## config.mk

```make
export PLATFORM = sky130hd
export DESIGN_NAME = rip_relative_lea_target_scanner_unit
export DESIGN_NICKNAME = d
export VERILOG_FILES = /design/src/hw/rtl/rrlts_pkg.sv /design/src/hw/rtl/rrlts_byte_cell.sv /design/src/hw/rtl/rrlts_match_unit.sv /design/src/hw/rtl/rip_relative_lea_target_scanner_unit.sv
export VERILOG_INCLUDE_DIRS = /design/src /design/src/hw/rtl
export SDC_FILE = /design/constraint.sdc
export NUM_CORES = 1
export LEC_CHECK = 0
export BUFFER_PORTS_ARGS = -buffer_cell sky130_fd_sc_hd__buf_2
export CAP_MARGIN = 20
export CORE_ASPECT_RATIO = 1.2
export CORE_MARGIN = 4
export CORE_UTILIZATION = 51
export DETAILED_ROUTE_END_ITERATION = 7
export GPL_TIMING_DRIVEN = 1
export HOLD_SLACK_MARGIN = 0.02
export PLACE_DENSITY = 0.79
export SLEW_MARGIN = 20
export SYNTH_ARGS = -nofsm -noshare
export SYNTH_HDL_FRONTEND = slang
export SYNTH_SLANG_ARGS = --single-unit
```

## constraint.sdc

```tcl
create_clock -name aclk -period 11.91 [get_ports aclk]
set_input_delay 2.382 -clock aclk [delete_from_list [all_inputs] [get_ports aclk]]
set_output_delay 2.382 -clock aclk [all_outputs]
set_load 0.01 [all_outputs]
```

## src/hw/rtl/rip_relative_lea_target_scanner_unit_macros.svh

```systemverilog
// assertion macros for the scanner unit
// the module that uses them must provide aclk and aresetn
`ifndef RIP_RELATIVE_LEA_TARGET_SCANNER_UNIT_MACROS_SVH
`define RIP_RELATIVE_LEA_TARGET_SCANNER_UNIT_MACROS_SVH

// checked only while out of reset
`define RRLTS_ASSERT(lbl, prop, msg) \
    lbl: assert property (@(posedge aclk) disable iff (!aresetn) prop) else $error(msg);

// checked on every edge, reset included
`define RRLTS_ASSERT_ALWAYS(lbl, prop, msg) \
    lbl: assert property (@(posedge aclk) prop) else $error(msg);

`endif

```

## src/hw/rtl/rrlts_pkg.sv

```systemverilog
// ----------------------------------------------------------------------------
// rrlts_pkg
// Types, constants and decode helpers of the RIP-relative LEA target scanner.
// ----------------------------------------------------------------------------
`timescale 1ns / 1ps

package rrlts_pkg;

    localparam int OFFSET_BITS    = 32;
    localparam int ADDR_BITS      = 64;
    localparam int WIN_BYTES      = 6;
    localparam int CFG_INDEX_BITS = 1;
    localparam int CFG_DATA_BITS  = 64;

    localparam logic [CFG_INDEX_BITS-1:0] CFG_SECTION_BASE  = 1'd0;
    localparam logic [CFG_INDEX_BITS-1:0] CFG_WANTED_TARGET = 1'd1;

    localparam logic [7:0] REX_HI_MASK  = 8'hF0;
    localparam logic [7:0] REX_HI_CODE  = 8'h40;
    localparam logic [7:0] REX_W_BIT    = 8'h08;
    localparam logic [7:0] LEA_OPC_BYTE = 8'h8D;
    localparam logic [7:0] MODRM_MASK   = 8'hC7;
    localparam logic [7:0] MODRM_RIP    = 8'h05;
    localparam logic [OFFSET_BITS-1:0] FIRST_END_OFS = OFFSET_BITS'(6);
    localparam logic [ADDR_BITS-1:0]   START_BACK    = ADDR_BITS'(6);
    localparam logic [ADDR_BITS-1:0]   END_AHEAD     = ADDR_BITS'(1);

    typedef logic [7:0] byte_t;
    typedef byte_t [WIN_BYTES-1:0] window_t;

    typedef struct packed {
        logic [7:0] code_byte;
        logic       last_byte;
    } in_word_t;

    typedef struct packed {
        logic                 found;
        logic [ADDR_BITS-1:0] instr_addr;
    } out_word_t;

    typedef struct packed {
        logic                   match_done;
        logic [OFFSET_BITS-1:0] byte_offset;
    } scan_status_t;

    function automatic logic is_rex_w(input byte_t b);
        return ((b & REX_HI_MASK) == REX_HI_CODE) && ((b & REX_W_BIT) != 8'h00);
    endfunction

    function automatic logic is_rip_modrm(input byte_t b);
        return (b & MODRM_MASK) == MODRM_RIP;
    endfunction

endpackage

```

## src/hw/rtl/rrlts_byte_cell.sv

```systemverilog
// ----------------------------------------------------------------------------
// rrlts_byte_cell
// One byte stage of the sliding window; takes its neighbor's byte on a shift.
// ----------------------------------------------------------------------------
`timescale 1ns / 1ps

module rrlts_byte_cell (
    input  logic           aclk,
    input  logic           shift_en,
    input  rrlts_pkg::byte_t byte_in,
    output rrlts_pkg::byte_t byte_out
);

    rrlts_pkg::byte_t byte_reg;
    rrlts_pkg::byte_t byte_next;

    always_comb begin
        byte_next = shift_en ? byte_in : byte_reg;
    end

    always_ff @(posedge aclk) begin
        byte_reg <= byte_next;
    end

    assign byte_out = byte_reg;

endmodule

```

## src/hw/rtl/rrlts_match_unit.sv

```systemverilog
// ----------------------------------------------------------------------------
// rrlts_match_unit
// Decodes the window ending at the current byte and checks the LEA target.
// ----------------------------------------------------------------------------
`timescale 1ns / 1ps

module rrlts_match_unit (
    input  rrlts_pkg::window_t                   window,
    input  rrlts_pkg::byte_t                     cur_byte,
    input  rrlts_pkg::scan_status_t              status,
    input  logic [rrlts_pkg::ADDR_BITS-1:0]      section_base,
    input  logic [rrlts_pkg::ADDR_BITS-1:0]      wanted_target,
    output logic                                 hit,
    output logic [rrlts_pkg::ADDR_BITS-1:0]      start_addr
);

    logic                               saturated;
    logic                               armed;
    logic                               shape_ok;
    logic [31:0]                        disp;
    logic [rrlts_pkg::ADDR_BITS-1:0]    ofs_ext;
    logic [rrlts_pkg::ADDR_BITS-1:0]    disp_ext;
    logic [rrlts_pkg::ADDR_BITS-1:0]    target;

    always_comb begin
        saturated = &status.byte_offset;
        armed     = !status.match_done && !saturated &&
                    (status.byte_offset >= rrlts_pkg::FIRST_END_OFS);
        // oldest byte sits in the far cell
        shape_ok  = rrlts_pkg::is_rex_w(window[5]) &&
                    (window[4] == rrlts_pkg::LEA_OPC_BYTE) &&
                    rrlts_pkg::is_rip_modrm(window[3]);
        disp      = {cur_byte, window[0], window[1], window[2]};
        ofs_ext   = rrlts_pkg::ADDR_BITS'(status.byte_offset);
        disp_ext  = {{(rrlts_pkg::ADDR_BITS-32){disp[31]}}, disp};
        start_addr = section_base + ofs_ext - rrlts_pkg::START_BACK;
        // start + 7 + disp, folded onto the current offset
        target    = section_base + ofs_ext + disp_ext + rrlts_pkg::END_AHEAD;
        hit       = armed && shape_ok && (target == wanted_target);
    end

endmodule

```

## src/hw/rtl/rip_relative_lea_target_scanner_unit.sv

```systemverilog
// ----------------------------------------------------------------------------
// rip_relative_lea_target_scanner_unit
// Streams code bytes through a six-cell window and reports the first LEA whose
// RIP-relative target equals the configured address, or not-found at the end.
// ----------------------------------------------------------------------------
// a result word goes into the output register, or the skid word while that waits
// throughput: one byte per cycle while s_ready is high; the window check and
//   target add: a single combinational stage from byte cells to output register
// a two-entry output buffer keeps s_ready high while one result waits
// reset (aresetn low, synchronous) clears offset, match flag, buffer and
//   both configuration registers; window bytes are not reset
`timescale 1ns / 1ps

`include "rip_relative_lea_target_scanner_unit_macros.svh"

module rip_relative_lea_target_scanner_unit (
    input  logic                                     aclk,
    input  logic                                     aresetn,
    input  logic                                     s_valid,
    output logic                                     s_ready,
    input  rrlts_pkg::in_word_t                      s_word,
    output logic                                     m_valid,
    input  logic                                     m_ready,
    output rrlts_pkg::out_word_t                     m_word,
    input  logic                                     cfg_we,
    input  logic [rrlts_pkg::CFG_INDEX_BITS-1:0]     cfg_index,
    input  logic [rrlts_pkg::CFG_DATA_BITS-1:0]      cfg_wdata
);

    logic [rrlts_pkg::ADDR_BITS-1:0]   base_reg;
    logic [rrlts_pkg::ADDR_BITS-1:0]   target_reg;
    logic [rrlts_pkg::OFFSET_BITS-1:0] offset_reg;
    logic [rrlts_pkg::OFFSET_BITS-1:0] offset_next;
    logic                              match_done_reg;
    logic                              match_done_next;

    logic                      out_valid_reg;
    rrlts_pkg::out_word_t      out_word_reg;
    logic                      skid_valid_reg;
    rrlts_pkg::out_word_t      skid_word_reg;

    rrlts_pkg::window_t        window;
    rrlts_pkg::scan_status_t   status;
    logic                      accept;
    logic                      hit;
    logic [rrlts_pkg::ADDR_BITS-1:0] start_addr;
    logic                      push;
    logic                      pop;
    rrlts_pkg::out_word_t      new_word;

    // byte cell chain, cell 0 takes the incoming byte
    for (genvar i = 0; i < rrlts_pkg::WIN_BYTES; i++) begin : g_cell
        rrlts_byte_cell u_cell (
            .aclk     (aclk),
            .shift_en (accept),
            .byte_in  ((i == 0) ? s_word.code_byte : window[(i == 0) ? 0 : i-1]),
            .byte_out (window[i])
        );
    end

    assign status.match_done  = match_done_reg;
    assign status.byte_offset = offset_reg;

    rrlts_match_unit u_match (
        .window        (window),
        .cur_byte      (s_word.code_byte),
        .status        (status),
        .section_base  (base_reg),
        .wanted_target (target_reg),
        .hit           (hit),
        .start_addr    (start_addr)
    );

    assign s_ready = !skid_valid_reg;
    assign accept  = s_valid && s_ready;
    assign m_valid = out_valid_reg;
    assign m_word  = out_word_reg;
    assign pop     = out_valid_reg && m_ready;

    always_comb begin
        new_word.found      = hit;
        new_word.instr_addr = hit ? start_addr : '0;
        push = accept && (hit || (s_word.last_byte && !match_done_reg));

        offset_next     = offset_reg;
        match_done_next = match_done_reg;
        if (accept) begin
            if (!(&offset_reg)) begin
                offset_next = offset_reg + 1'b1;
            end
            if (hit) begin
                match_done_next = 1'b1;
            end
            if (s_word.last_byte) begin
                offset_next     = '0;
                match_done_next = 1'b0;
            end
        end
    end

    always_ff @(posedge aclk) begin
        if (!aresetn) begin
            offset_reg     <= '0;
            match_done_reg <= 1'b0;
            base_reg       <= '0;
            target_reg     <= '0;
        end else begin
            offset_reg     <= offset_next;
            match_done_reg <= match_done_next;
            if (cfg_we) begin
                case (cfg_index)
                    rrlts_pkg::CFG_SECTION_BASE:  base_reg   <= cfg_wdata;
                    rrlts_pkg::CFG_WANTED_TARGET: target_reg <= cfg_wdata;
                    default: ;
                endcase
            end
        end
    end

    // output register plus one skid word
    always_ff @(posedge aclk) begin
        if (!aresetn) begin
            out_valid_reg  <= 1'b0;
            skid_valid_reg <= 1'b0;
        end else if (skid_valid_reg) begin
            if (pop) begin
                out_word_reg   <= skid_word_reg;
                skid_valid_reg <= 1'b0;
            end
        end else if (!out_valid_reg || pop) begin
            out_valid_reg <= push;
            out_word_reg  <= new_word;
        end else if (push) begin
            skid_valid_reg <= 1'b1;
            skid_word_reg  <= new_word;
        end
    end

    `RRLTS_ASSERT(a_skid_needs_out, skid_valid_reg |-> out_valid_reg, "skid word without output word")
    `RRLTS_ASSERT_ALWAYS(a_reset_empties, !aresetn |=> !out_valid_reg && !skid_valid_reg, "buffer not empty after reset")
    `RRLTS_ASSERT(a_section_end_clears, accept && s_word.last_byte |=> offset_reg == '0 && !match_done_reg, "scan state kept past section end")
    `RRLTS_ASSERT(a_not_found_zero_addr, out_valid_reg && !out_word_reg.found |-> out_word_reg.instr_addr == '0, "not-found word with address")

endmodule

```

==> impl_results.md <==
* Status: finished, violations left
* Failing checks: design-rule violations
* Worst-case hold path end point: g_cell[4].u_cell.byte_out[5]
* CORE AREA at 46300 um2
* Crit Path Max Fanout at 65
* Synth Net Count at 3149
* Placed Area at ~25000 um2
* Final WS setup at 2420 ps
* CTS max path bufs at 3
* WL per Instance at 27.3 um
* Number of buffers created by CTS at 36
* Mean Syn Cell Area at 8.09 um2
* 1st-iter DRT viols at 2860
* Clk slew on worst S/H paths at 70 ps
* Gr usage total at 0.381
* Synthesized flop and latch total at 338
* Final min period at approximately 9500 ps
* Crit Path Class: flip-flop to flip-flop
* Final core occ at 0.568
* Final setup vio count at 0
* Final TNS setup at 0 ps
* Worst skew pair latency at 580 ps
* I/O pins at 146
* Die Height at 246 um
* Number of global-route vias before repair at 23000
* Routed Antenna Nets at 0
* Hold_sp: g_cell[3].u_cell.byte_out[5]
* Most frequent cells in the layout: nand2_1, a21oi_1, nor2_1, edfxtp_1, dfxtp_1
* Worst path arrival time at 9670 ps
* Commonest non-fill, non-tap cell in the layout: nand2_1
* Total global routing overflow at 0
* VDD IR-drop max at around 120 uV
* Initial Utilization at 0.519
* Placer Congestion at 1.07
* Least-Margin Pin Slew at 1240 ps
* CTS root buffer: clkbuf_16
* Postcts setup bufs at 0
* Final nets at about 3200
* First-pass GRT wire length at around 140000 um
* Largest net degree at the start of global routing at 112
* Synth Warn # at 0
* First drt pass iteration count at 8
* Worst setup SP type: flip-flop
* Critical path capture point type: flip-flop
* Antenna violations before repair at 0
* Final hold violations at 0
* Fmax at about 110 MHz
* Setup Skew at 31.2 ps
* FFs w/ async S/R, synth at 0
* Port Buffers at 145
* H-tree levels at 2
* Distinct cell type count of the synthesized netlist at 91
* Clock Sinks at 338
* Hold buffer count at cts at 0
* Routed via count at 24500
* Hold Path Stages at 0
* Pre-CTS WS at 2780 ps
* Drt drc at 1
* Req. time, crit path at 12090 ps
* Final slew viol count at 0
* Slew HR at 0.173
* Leakage power at about 9.4 nW
* Design Power at 3.11 mW
* Period utilization at 0.797
* Via density at 6.68
* Number of maximum-capacitance violations at 0
* Reg2reg path depth at 23
* Unrepaired setup endpoints after global routing: no
* PwrDens at between 100 and 150 nW/um2
* Final Cell Area at 26300 um2
* FF-to-FF Start: offset_reg[0]
* Synth-to-Final Area Change at 9.38%
* DPL Wire Length at 81800 um
* Post-CTS sizing at 0
* Post-synthesis cell area at around 24000 um2
* EDFF count, synth at 175
* CTS tree: done
* Worst Hold Class: flip-flop to flip-flop
* Layout fillers at 4193
* Register-to-register setup slack at 2420 ps
* Critical R2R Capture: skid_word_reg[57]
* Site Rows at 86
* Share of cells above drive strength 1 at 0.103
* Sequential area share after synthesis at 0.354
* Chip width at between 200 and 250 um
* Main synth FF type: edfxtp_1
* Synth Instances at slightly below 3000
* Die ar. at just over 50000 um2
* Routed wire length at 100000 um
[worst max-delay path: stages (launching register included)]
cell,delay (ps)
dfxtp_1,420
ha_1,240
inv_1,70
fa_1,410
nor2b_1,230
o21ai_0,240
a211o_1,350
a21oi_1,540
o21ai_0,250
xnor2_1,550
ha_1,450
xor2_1,770
o22ai_1,200
nor4b_1,550
nand4_1,260
or4_1,500
or4_1,380
or4_1,500
or4_1,510
nor4_1,390
buf_4,230
o21ai_1,100
nor3_2,200
buf_4,670
[how the worst max path moves through the flow]
stage | from | end
finish | offset_reg[0] | skid_word_reg[57]
global route | offset_reg[0] | skid_word_reg[57]
detailed placement | offset_reg[0] | skid_word_reg[57]
floorplan | offset_reg[0] | skid_word_reg[0]
global placement | s_word[8] | skid_word_reg[54]
CTS | offset_reg[0] | skid_word_reg[57]
[metrics by stage]
step | std cells | hold slack, ps
after global placement | 3599 | 404
after global routing | 3664 | 427
final | 3665 | 418
after floorplan | 2970 | 400
after CTS | 3664 | 421
after detailed placement | 3600 | 411
[layer usage]
| metal | share of wire | up-vias | global-route usage |
|---|---|---|---|
| li1 | - | 11000 | - |
| met1 | 0.38 | 11700 | 0.490 |
| met2 | 0.45 | 1454 | 0.598 |
| met3 | 0.11 | 309 | 0.0914 |
| met4 | 0.062 | 0 | 0.193 |
| met5 | 0 | - | 0 |
[where the power goes]
| part | total (mW) | internal (mW) | switching [mW] |
|---|---|---|---|
| Combinational | 0.695 | 0.210 | 0.486 |
| Clock | 1.11 | 0.614 | 0.495 |
| Sequential | 1.31 | 1.27 | 0.0382 |
[cells in the mapped netlist (all sizes together), types with 12 or more instances]
| master | count | share of area |
|---|---|---|
| xor2 | 99 | 0.036 |
| or3 | 28 | 0.0075 |
| nor4b | 12 | 0.0044 |
| nor2b | 13 | 0.0034 |
| o21ai | 129 | 0.027 |
| and4 | 24 | 0.0087 |
| a211oi | 32 | 0.010 |
| nand2b | 23 | 0.0060 |
| nand4 | 93 | 0.024 |
| nor3 | 78 | 0.017 |
| edfxtp | 175 | 0.22 |
| o211ai | 33 | 0.010 |
| and3 | 26 | 0.0068 |
| clkbuf | 120 | 0.019 |
| dfxtp | 163 | 0.14 |
| a21oi | 296 | 0.062 |
| and2 | 30 | 0.0078 |
| or2 | 20 | 0.0052 |
| nand3 | 78 | 0.016 |
| ha | 98 | 0.051 |
| xnor2 | 101 | 0.037 |
| a21o | 20 | 0.0062 |
| nand3b | 12 | 0.0037 |
| buf | 31 | 0.0068 |
| o2111ai | 17 | 0.0065 |
| o21a | 51 | 0.016 |
| nor2 | 251 | 0.039 |
| o31ai | 72 | 0.027 |
| inv | 56 | 0.0087 |
| or4 | 16 | 0.0050 |
| a21boi | 14 | 0.0044 |
| nand2 | 536 | 0.084 |
| nor4 | 45 | 0.012 |
[kinds of logic (layout without fill, tap and decap cells)]
group / after synthesis / in the layout / share of synthesized area
mux: 9 / 9 / 0.00401
other cells: 0 / 1 / 0
compound gates: 783 / 783 / 0.212
fa+ha+maj: 100 / 100 / 0.0527
xor+xnor: 200 / 200 / 0.0729
simple gates: 1332 / 1332 / 0.269
buf+inv: 208 / 286 / 0.0345
flops: 338 / 338 / 0.354
[layout make-up]
class                           instances  area, um2  share of cell area
Sequential cell                       338       8520               0.324
Clock buffer                           44        972              0.0370
Tap cell                              616        771              0.0293
Clock inverter                         20        175             0.00666
Antenna cell                            1       2.50           0.0000952
Inverter                               57        215             0.00819
Timing Repair Buffer                  165        887              0.0338
Multi-Input combinational cell       2424      14700               0.561
Power figures use the tool's default switching activity.
